File: config.mk
export PLATFORM = sky130hd
export DESIGN_NAME = health_check_slot_tracker
export DESIGN_NICKNAME = d
export VERILOG_FILES = /design/src/hdl/hcst_pkg.sv /design/src/hdl/health_check_slot_tracker.sv
export VERILOG_INCLUDE_DIRS = /design/src /design/src/hdl
export SDC_FILE = /design/constraint.sdc
export NUM_CORES = 2
export LEC_CHECK = 0
export BUFFER_PORTS_ARGS = -buffer_cell sky130_fd_sc_hd__buf_2
export CAP_MARGIN = 20
export CORE_MARGIN = 5
export CORE_UTILIZATION = 35
export DETAILED_ROUTE_END_ITERATION = 16
export GPL_ROUTABILITY_DRIVEN = 0
export GPL_TIMING_DRIVEN = 0
export PLACE_DENSITY = 0.49
export SLEW_MARGIN = 20
export SYNTH_ARGS = -nofsm -noshare
export SYNTH_HDL_FRONTEND = slang
export SYNTH_SLANG_ARGS = --single-unit
File: constraint.sdc
create_clock -name clk -period 12.95 [get_ports clk]
set_clock_uncertainty 0.05 [all_clocks]
set_input_delay 2.59 -clock clk [delete_from_list [all_inputs] [get_ports clk]]
set_output_delay 2.59 -clock clk [all_outputs]
set_load 0.01 [all_outputs]
File: src/hdl/assert_macros.svh
// Assertion macros shared by the slot tracker RTL.
// Checks are compiled out when SYNTHESIS is defined.
`ifndef ASSERT_MACROS_SVH
`define ASSERT_MACROS_SVH

`ifndef SYNTHESIS

// Property must hold at every clock edge outside reset.
`define HCST_ASSERT(label, clk, rst_n, prop) \
	label: assert property (@(posedge clk) disable iff (!rst_n) prop) \
		else $error("%m: assertion failed");

// Condition must never be true outside reset.
`define HCST_NEVER(label, clk, rst_n, cond) \
	label: assert property (@(posedge clk) disable iff (!rst_n) !(cond)) \
		else $error("%m: forbidden condition seen");

`else

`define HCST_ASSERT(label, clk, rst_n, prop)
`define HCST_NEVER(label, clk, rst_n, cond)

`endif

`endif

File: src/hdl/hcst_pkg.sv
// Types and codes for the health check slot tracker.
// No dependencies; imported by health_check_slot_tracker.
package hcst_pkg;

	// Request operation codes
	localparam logic [1:0] OP_CLAIM = 2'd0;
	localparam logic [1:0] OP_PASS  = 2'd1;
	localparam logic [1:0] OP_FAIL  = 2'd2;

	// Configuration register indexes (word address)
	localparam logic [1:0] REG_MASK      = 2'd0;
	localparam logic [1:0] REG_INTERVAL  = 2'd1;
	localparam logic [1:0] REG_THRESHOLD = 2'd2;
	localparam logic [1:0] REG_DURATION  = 2'd3;

	// Reset values of the configuration registers
	localparam logic [15:0] MASK_RST      = 16'd0;
	localparam logic [31:0] INTERVAL_RST  = 32'd1000;
	localparam logic [15:0] THRESHOLD_RST = 16'd3;
	localparam logic [31:0] DURATION_RST  = 32'd60000;

	// Hardware slots never exceed the width of the enable mask
	localparam int MASK_SLOTS = 16;

	// Sequencer states
	typedef enum logic [2:0] {
		ST_IDLE,
		ST_SCAN,
		ST_CLAIM,
		ST_PASS,
		ST_FAIL_CNT,
		ST_FAIL_BL,
		ST_FIN
	} state_t;

	// Shared adder control
	typedef struct packed {
		logic [31:0] a;
		logic [31:0] b;
		logic        sub;
	} unit_ctl_t;

endpackage

File: src/hdl/health_check_slot_tracker.sv
// Health check slot tracker: top level with sequencer, slot state and APB registers.
// Depends on hcst_pkg and assert_macros.svh.
//
// Channel   Direction  Handshake              Payload
// in        request    in_valid / in_ready    op, slot, now_ms
// out       result     out_valid / out_ready  claimed, claimed_slot, next_due_wait,
//                                             blacklist_raised
// cfg       APB write  psel&penable&pwrite    paddr, pwdata (prdata on read)
//
// One request at a time. Claim walks the slots one per cycle through a shared
// 32-bit add/subtract unit over min(SLOTS,16) slots, then takes a claim step if a
// slot is due. Pass has an update step; fail a count step and, at threshold, a blacklist step.
// A finished result sits in an output register; the next request is taken while
// it waits. Reset clears all slot state and loads register defaults at once.
`include "assert_macros.svh"

module health_check_slot_tracker
	import hcst_pkg::*;
#(
	parameter int SLOTS = 16
) (
	input  logic        clk,
	input  logic        arst_n,
	// request channel
	input  logic        in_valid,
	output logic        in_ready,
	input  logic [1:0]  op,
	input  logic [3:0]  slot,
	input  logic [31:0] now_ms,
	// result channel
	output logic        out_valid,
	input  logic        out_ready,
	output logic        claimed,
	output logic [3:0]  claimed_slot,
	output logic [31:0] next_due_wait,
	output logic        blacklist_raised,
	// configuration port
	input  logic        psel,
	input  logic        penable,
	input  logic        pwrite,
	input  logic [3:0]  paddr,
	input  logic [31:0] pwdata,
	output logic [31:0] prdata,
	output logic        pready
);

	// Only slots below the mask width can ever be enabled
	localparam int ACT_SLOTS = (SLOTS < MASK_SLOTS) ? SLOTS : MASK_SLOTS;
	localparam int IDX_W     = (ACT_SLOTS > 1) ? $clog2(ACT_SLOTS) : 1;
	localparam logic [IDX_W-1:0] LAST_IDX = IDX_W'(ACT_SLOTS - 1);

	// Configuration registers
	logic [15:0] mask_q;
	logic [31:0] interval_q;
	logic [15:0] threshold_q;
	logic [31:0] duration_q;

	// Per-slot state
	logic [ACT_SLOTS-1:0] busy_q;
	logic [31:0]          next_q [ACT_SLOTS];
	logic [15:0]          cnt_q  [ACT_SLOTS];
	logic [31:0]          dl_q   [ACT_SLOTS];

	// Sequencer and working registers
	state_t          state_q, state_d;
	logic [IDX_W-1:0] idx_q;
	logic [31:0]     now_q;
	logic [31:0]     soonest_q;
	logic            res_claimed_q;
	logic [3:0]      res_slot_q;
	logic [31:0]     res_wait_q;
	logic            res_newly_q;

	// Output register
	logic            out_valid_q;
	logic            claimed_q;
	logic [3:0]      claimed_slot_q;
	logic [31:0]     next_due_wait_q;
	logic            newly_q;

	// Combinational helpers
	logic                 in_fire;
	logic                 cfg_wr;
	logic                 out_free;
	logic                 slot_ok;
	logic [ACT_SLOTS-1:0] en_vec;
	logic                 cur_en;
	logic                 cur_busy;
	logic [31:0]          cur_next;
	logic [15:0]          cur_cnt;
	logic [31:0]          cur_dl;
	unit_ctl_t            unit;
	logic [32:0]          unit_sum;
	logic                 unit_carry;
	logic [31:0]          unit_sat;
	logic                 due;
	logic                 scan_elig;
	logic                 scan_take;
	logic                 scan_last;
	logic [31:0]          soon_nx;
	logic [15:0]          cnt_inc;
	logic                 fail_hit;

	// Handshakes
	assign in_fire  = in_valid && in_ready;
	assign cfg_wr   = psel && penable && pwrite && pready;
	assign out_free = !out_valid_q || out_ready;
	assign pready   = 1'b1;

	// Addressed pass/fail slot must exist and be enabled
	assign slot_ok = ({1'b0, slot} < 5'(ACT_SLOTS)) && mask_q[slot];

	// Slot read port, shared by scan and pass/fail
	assign en_vec   = mask_q[ACT_SLOTS-1:0];
	assign cur_en   = en_vec[idx_q];
	assign cur_busy = busy_q[idx_q];
	assign cur_next = next_q[idx_q];
	assign cur_cnt  = cnt_q[idx_q];
	assign cur_dl   = dl_q[idx_q];

	// Shared adder: a + b, or a - b with carry meaning no borrow
	assign unit_sum   = {1'b0, unit.a} + {1'b0, (unit.sub ? ~unit.b : unit.b)}
		+ 33'(unit.sub);
	assign unit_carry = unit_sum[32];
	assign unit_sat   = unit_carry ? '1 : unit_sum[31:0];

	// Scan step: due when next check time is not after now
	assign due       = !(unit_carry && (unit_sum[31:0] != '0));
	assign scan_elig = cur_en && !cur_busy;
	assign scan_take = scan_elig && due;
	assign scan_last = (idx_q == LAST_IDX);
	assign soon_nx   = (scan_elig && !due && (unit_sum[31:0] < soonest_q))
		? unit_sum[31:0] : soonest_q;

	// Failure count, saturating, and threshold check
	assign cnt_inc  = (&cur_cnt) ? cur_cnt : cur_cnt + 16'd1;
	assign fail_hit = (threshold_q != '0) && (cnt_inc >= threshold_q);

	// Next state
	always_comb begin
		state_d = state_q;
		case (state_q)
			ST_IDLE: begin
				if (in_fire) begin
					case (op)
						OP_CLAIM: state_d = ST_SCAN;
						OP_PASS:  state_d = slot_ok ? ST_PASS : ST_FIN;
						OP_FAIL:  state_d = slot_ok ? ST_FAIL_CNT : ST_FIN;
						default:  state_d = ST_FIN;
					endcase
				end
			end
			ST_SCAN: begin
				if (scan_take) begin
					state_d = ST_CLAIM;
				end else if (scan_last) begin
					state_d = ST_FIN;
				end
			end
			ST_CLAIM:    state_d = ST_FIN;
			ST_PASS:     state_d = ST_FIN;
			ST_FAIL_CNT: state_d = fail_hit ? ST_FAIL_BL : ST_FIN;
			ST_FAIL_BL:  state_d = ST_FIN;
			ST_FIN: begin
				if (out_free) begin
					state_d = ST_IDLE;
				end
			end
			default: state_d = ST_IDLE;
		endcase
	end

	// Sequencer outputs: ready and adder operands
	always_comb begin
		in_ready = 1'b0;
		unit.a   = now_q;
		unit.b   = interval_q;
		unit.sub = 1'b0;
		case (state_q)
			ST_IDLE: in_ready = 1'b1;
			ST_SCAN: begin
				unit.a   = cur_next;
				unit.b   = now_q;
				unit.sub = 1'b1;
			end
			ST_FAIL_BL: unit.b = duration_q;
			default: begin
			end
		endcase
	end

	// Control state and slot table
	always_ff @(posedge clk or negedge arst_n) begin
		if (!arst_n) begin
			state_q     <= ST_IDLE;
			idx_q       <= '0;
			out_valid_q <= 1'b0;
			busy_q      <= '0;
			for (int i = 0; i < ACT_SLOTS; i++) begin
				next_q[i] <= '0;
				cnt_q[i]  <= '0;
				dl_q[i]   <= '0;
			end
		end else begin
			state_q <= state_d;

			// index: start of scan or addressed slot
			if (in_fire) begin
				idx_q <= (op == OP_CLAIM) ? '0 : slot[IDX_W-1:0];
			end else if (state_q == ST_SCAN && !scan_take && !scan_last) begin
				idx_q <= idx_q + 1'b1;
			end

			// slot table updates
			case (state_q)
				ST_CLAIM: begin
					busy_q[idx_q] <= 1'b1;
					next_q[idx_q] <= unit_sat;
				end
				ST_PASS: begin
					busy_q[idx_q] <= 1'b0;
					cnt_q[idx_q]  <= '0;
					if (cur_cnt != '0) begin
						dl_q[idx_q] <= '0;
					end
				end
				ST_FAIL_CNT: begin
					busy_q[idx_q] <= 1'b0;
					cnt_q[idx_q]  <= cnt_inc;
				end
				ST_FAIL_BL: begin
					if (cur_dl < unit_sat) begin
						dl_q[idx_q] <= unit_sat;
					end
				end
				default: begin
				end
			endcase

			// output register valid
			if (state_q == ST_FIN && out_free) begin
				out_valid_q <= 1'b1;
			end else if (out_ready) begin
				out_valid_q <= 1'b0;
			end
		end
	end

	// Working and result payload
	always_ff @(posedge clk) begin
		if (in_fire) begin
			now_q         <= now_ms;
			soonest_q     <= interval_q;
			res_claimed_q <= 1'b0;
			res_slot_q    <= '0;
			res_wait_q    <= '0;
			res_newly_q   <= 1'b0;
		end
		case (state_q)
			ST_SCAN: begin
				soonest_q <= soon_nx;
				if (!scan_take && scan_last) begin
					res_wait_q <= soon_nx;
				end
			end
			ST_CLAIM: begin
				res_claimed_q <= 1'b1;
				res_slot_q    <= 4'(idx_q);
				res_wait_q    <= interval_q;
			end
			ST_FAIL_BL: begin
				if (cur_dl < unit_sat) begin
					res_newly_q <= 1'b1;
				end
			end
			default: begin
			end
		endcase
		if (state_q == ST_FIN && out_free) begin
			claimed_q       <= res_claimed_q;
			claimed_slot_q  <= res_slot_q;
			next_due_wait_q <= res_wait_q;
			newly_q         <= res_newly_q;
		end
	end

	// Configuration writes
	always_ff @(posedge clk or negedge arst_n) begin
		if (!arst_n) begin
			mask_q      <= MASK_RST;
			interval_q  <= INTERVAL_RST;
			threshold_q <= THRESHOLD_RST;
			duration_q  <= DURATION_RST;
		end else if (cfg_wr) begin
			case (paddr[3:2])
				REG_MASK:      mask_q      <= pwdata[15:0];
				REG_INTERVAL:  interval_q  <= pwdata;
				REG_THRESHOLD: threshold_q <= pwdata[15:0];
				REG_DURATION:  duration_q  <= pwdata;
				default: begin
				end
			endcase
		end
	end

	// Register readback
	always_comb begin
		case (paddr[3:2])
			REG_MASK:      prdata = {16'd0, mask_q};
			REG_INTERVAL:  prdata = interval_q;
			REG_THRESHOLD: prdata = {16'd0, threshold_q};
			REG_DURATION:  prdata = duration_q;
			default:       prdata = '0;
		endcase
	end

	assign out_valid         = out_valid_q;
	assign claimed           = claimed_q;
	assign claimed_slot      = claimed_slot_q;
	assign next_due_wait     = next_due_wait_q;
	assign blacklist_raised  = newly_q;

	// Checks
	`HCST_ASSERT(a_busy_after_accept, clk, arst_n, in_fire |=> !in_ready)
	`HCST_ASSERT(a_claim_reports_interval, clk, arst_n,
		(out_valid_q && claimed_q) |-> (next_due_wait_q == interval_q))
	`HCST_ASSERT(a_no_slot_without_claim, clk, arst_n,
		(out_valid_q && !claimed_q) |-> (claimed_slot_q == '0))
	`HCST_NEVER(a_claim_and_blacklist, clk, arst_n, out_valid_q && claimed_q && newly_q)
	`HCST_ASSERT(a_claim_marks_busy, clk, arst_n, (state_q == ST_CLAIM) |=> busy_q[$past(idx_q)])

endmodule
==> out/qor.csv <==
stage,metric,value,unit
placement,Placed Instances,9342,
sta,Fin Hold WS,373,ps
cells_and_area,"most common cell after layout, fill and taps aside",nand2_1,
placement,Port Buffer Count,147,
clocking,clk sinks,1540,
grt,first-pass GRT wire length,403,mm
critical_path,"most used cell, CP",buf_2,
critical_path,Crit Path Class,reg -> reg,
critical_path,CP max stage cell,mux4_2,
floorplanning,io pins,154,
route,wire per inst,28.8,um
route,drt total wl,279,mm
outcome,status,"finished, final reports clean",
floorplanning,Die ar.,0.212,mm2
grt,antenna violations before repair,27,
critical_path,Worst path max stage delay,570,ps
sta,Relative slew margins,18.8,%
hold_path,hold path startpoint,res_slot_q[3],
logic_synthesis,Synth Warn #,0,
grt,largest net degree at the start of global routing,135,
floorplanning,Initial Util,35.2,%
sta,Fin Setup TNS,0,ps
floorplanning,Die X,461,um
sta,Period minus WS final,12630,ps
logic_synthesis,Cell variety after synth,91,
logic_synthesis,syn_nets,6686,
grt,vias in the first global route,55000,
route,Pre-Repair DR Iteration Count,8,
sta,Fin. Hold Viols,0,
job,# Max-Cap Violations,0,
clocking,clock buffer depth,3,
critical_path,peak fanout along the critical path,19,
sta,Worst Slack Setup Final,322,ps
placement,Post-Place Worst Slack,-2420,ps
cells_and_area,layout cells sized above 1,17.3,%
critical_path,RR Startpoint,idx_q[1],
logic_synthesis,Mean Syn Cell Area,11.0,um2
sta,Worst-Margin Slew,1220,ps
sta,fin crit share,97.5,%
route,DRC errors left,0,
cells_and_area,Non-Filler Instances,9680,
logic_synthesis,Cells after Synth,6489,
power_and_ir_drop,PnR Total Power,17.8,mW
critical_path,Startpoint Class,flip-flop,
logic_synthesis,sequential-to-total area share from yosys stat,54.7,%
sta,unrepaired setup endpoints after global routing,no,
clocking,clk_lat worst skew,840,ps
cells_and_area,most frequent cells in the layout,"nand2_1 (1407), dfrtp_1 (1385), o21ai_0 (1166)",
critical_path,WP data arrival,13240,ps
power_and_ir_drop,power per cell area,218,mW/mm2
route,routed vias,55200,
route,Via density,5.71,
power_and_ir_drop,Peak VDD IR,0.139,mV
hold_path,Hold Crit Class,reg -> reg,
sta,final setup fails,0,
logic_synthesis,post-synthesis cell area,0.0711,mm2
floorplanning,Die H,461,um
grt,Total GRT Usage,26.1,%
logic_synthesis,Post-synth EDFFs,106,
logic_synthesis,most common flop cell mapped by yosys,dfrtp_1,
grt,Congestion Overflow GR,0,
power_and_ir_drop,Leakage,35.7,nW
logic_synthesis,"FF+latch count, synth",1540,
clocking,H-tree Lvls,4,
critical_path,worst setup path start,idx_q[1],
clocking,root buffer cell,clkbuf_16,
cells_and_area,Layout Nets,7040,
clocking,CTS buffer count,174,
logic_synthesis,async set-or-reset flop fraction in the synthesized netlist,90.9,%
sta,max frequency,0.0792,GHz
placement,HPWL after DPL,210,mm
critical_path,WP data required,13560,ps
critical_path,nature of the critical path endpoint,flip-flop,
route,DRT antenna net count,0,
sta,Slew Limit Fails,0,
clocking,"Reg clk slew, reported paths",60,ps
clocking,CTS tree,built,
floorplanning,core area,0.202,mm2
route,initial drt markers,5815,
clocking,Post-CTS Hold Buffers,0,
floorplanning,row count,165,
cells_and_area,area delta synth->final,15.3,%
==> layout make-up <==
type | instances | area, um2
Clock buffer | 264 | 5240
Fill cell | 19600 | 120000
Tap cell | 2672 | 3340
Timing Repair Buffer | 183 | 1370
Clock inverter | 47 | 447
Multi-Input combinational cell | 4321 | 30000
Antenna cell | 30 | 75.1
Inverter | 100 | 375
Sequential cell | 1540 | 38900
Buffer | 523 | 2240
==> flip-flops by register name (all words and copies together) (netlist names), 3 cells and up, named ones only <==
signal and count:
res_wait_q 32, claimed_slot 4, next_q 512, threshold_q 16, en_vec 16, soonest_q 32, idx_q 4, dl_q 512
interval_q 32, res_slot_q 4, now_q 32, next_due_wait 32, duration_q 32, cnt_q 256, state_q 3
==> metrics by stage <==
step	instance area [um2]	util, %
after floorplan	71100	-
after global placement	75200	37.2
after detailed placement	76000	37.6
after CTS	81900	40.5
after global routing	82000	40.6
final	82000	40.6
==> synthesized netlist by cell type, drive strengths merged, types with 20 or more instances <==
library cell / instances / area, um2
a21o: 46 / 345
a21oi: 266 / 1340
a22o: 49 / 429
and2: 36 / 225
buf: 66 / 369
clkbuf: 462 / 1740
dfrtp: 1385 / 34700
dfxtp: 34 / 681
edfxtp: 106 / 3180
ha: 115 / 1440
inv: 99 / 372
mux2: 112 / 1260
mux2i: 38 / 380
mux4: 420 / 9460
nand2: 1419 / 5330
nand3: 22 / 110
nand4: 22 / 138
nor2: 321 / 1200
o21ai: 1196 / 5990
xnor2: 20 / 175
==> cells by family after synthesis <==
family	count (synthesis)	synth area share (%)
buffers and inverters	628	3.49
multiplexers	570	15.6
AO/OA/AOI/OAI	1683	12.9
flip-flops	1540	54.7
AND/OR/NAND/NOR	1916	10.8
other	1	0.00527
adder cells (fa/ha/maj)	116	2.05
XOR/XNOR	35	0.431
==> worst max-delay path, delay by kind of cell, from the launching register on <==
family | cells | cell delay, ps
multiplexers | 2 | 980
buffers and inverters | 17 | 6140
AND/OR/NAND/NOR | 7 | 1280
adder cells (fa/ha/maj) | 2 | 710
AO/OA/AOI/OAI | 11 | 2780
flip-flops | 1 | 390
==> worst paths after layout <==
kind                            slack [ps]              end  cells past startpoint
worst min register to register         370  claimed_slot[3]                      0
max in group asynchronous             8560        cnt_q[41]                      5
worst max-delay path                   320        dl_q[497]                     39
min in group asynchronous             1630        dl_q[264]                      1
worst min-delay path                   370  claimed_slot[3]                      0
worst max register to register         320        dl_q[497]                     39
==> per-layer routing <==
metal	track usage, %	up-vias	share of wire, %
li1	-	23700	-
met1	35.5	28900	42
met2	40.4	2200	45
met3	4.74	533	7.0
met4	13.1	2	5.9
met5	0	-	0.0047
==> repair_timing <==
item / 4_1_cts / 5_1_grt
cloned: 0 / 0
resized for setup: 93 / 56
hold endpoints to repair: 0 / 0
pin swaps: 1 / 0
endpoints found under the setup margin: 513 / 499
setup buffers: 1 / 0
==> power breakdown <==
part           switching (mW)  internal [mW]  leakage (nW)
clock                    2.11           2.85          2.82
combinational            4.24           2.17          12.7
sequential              0.608           5.86          20.2
Power figures use the tool's default switching activity.
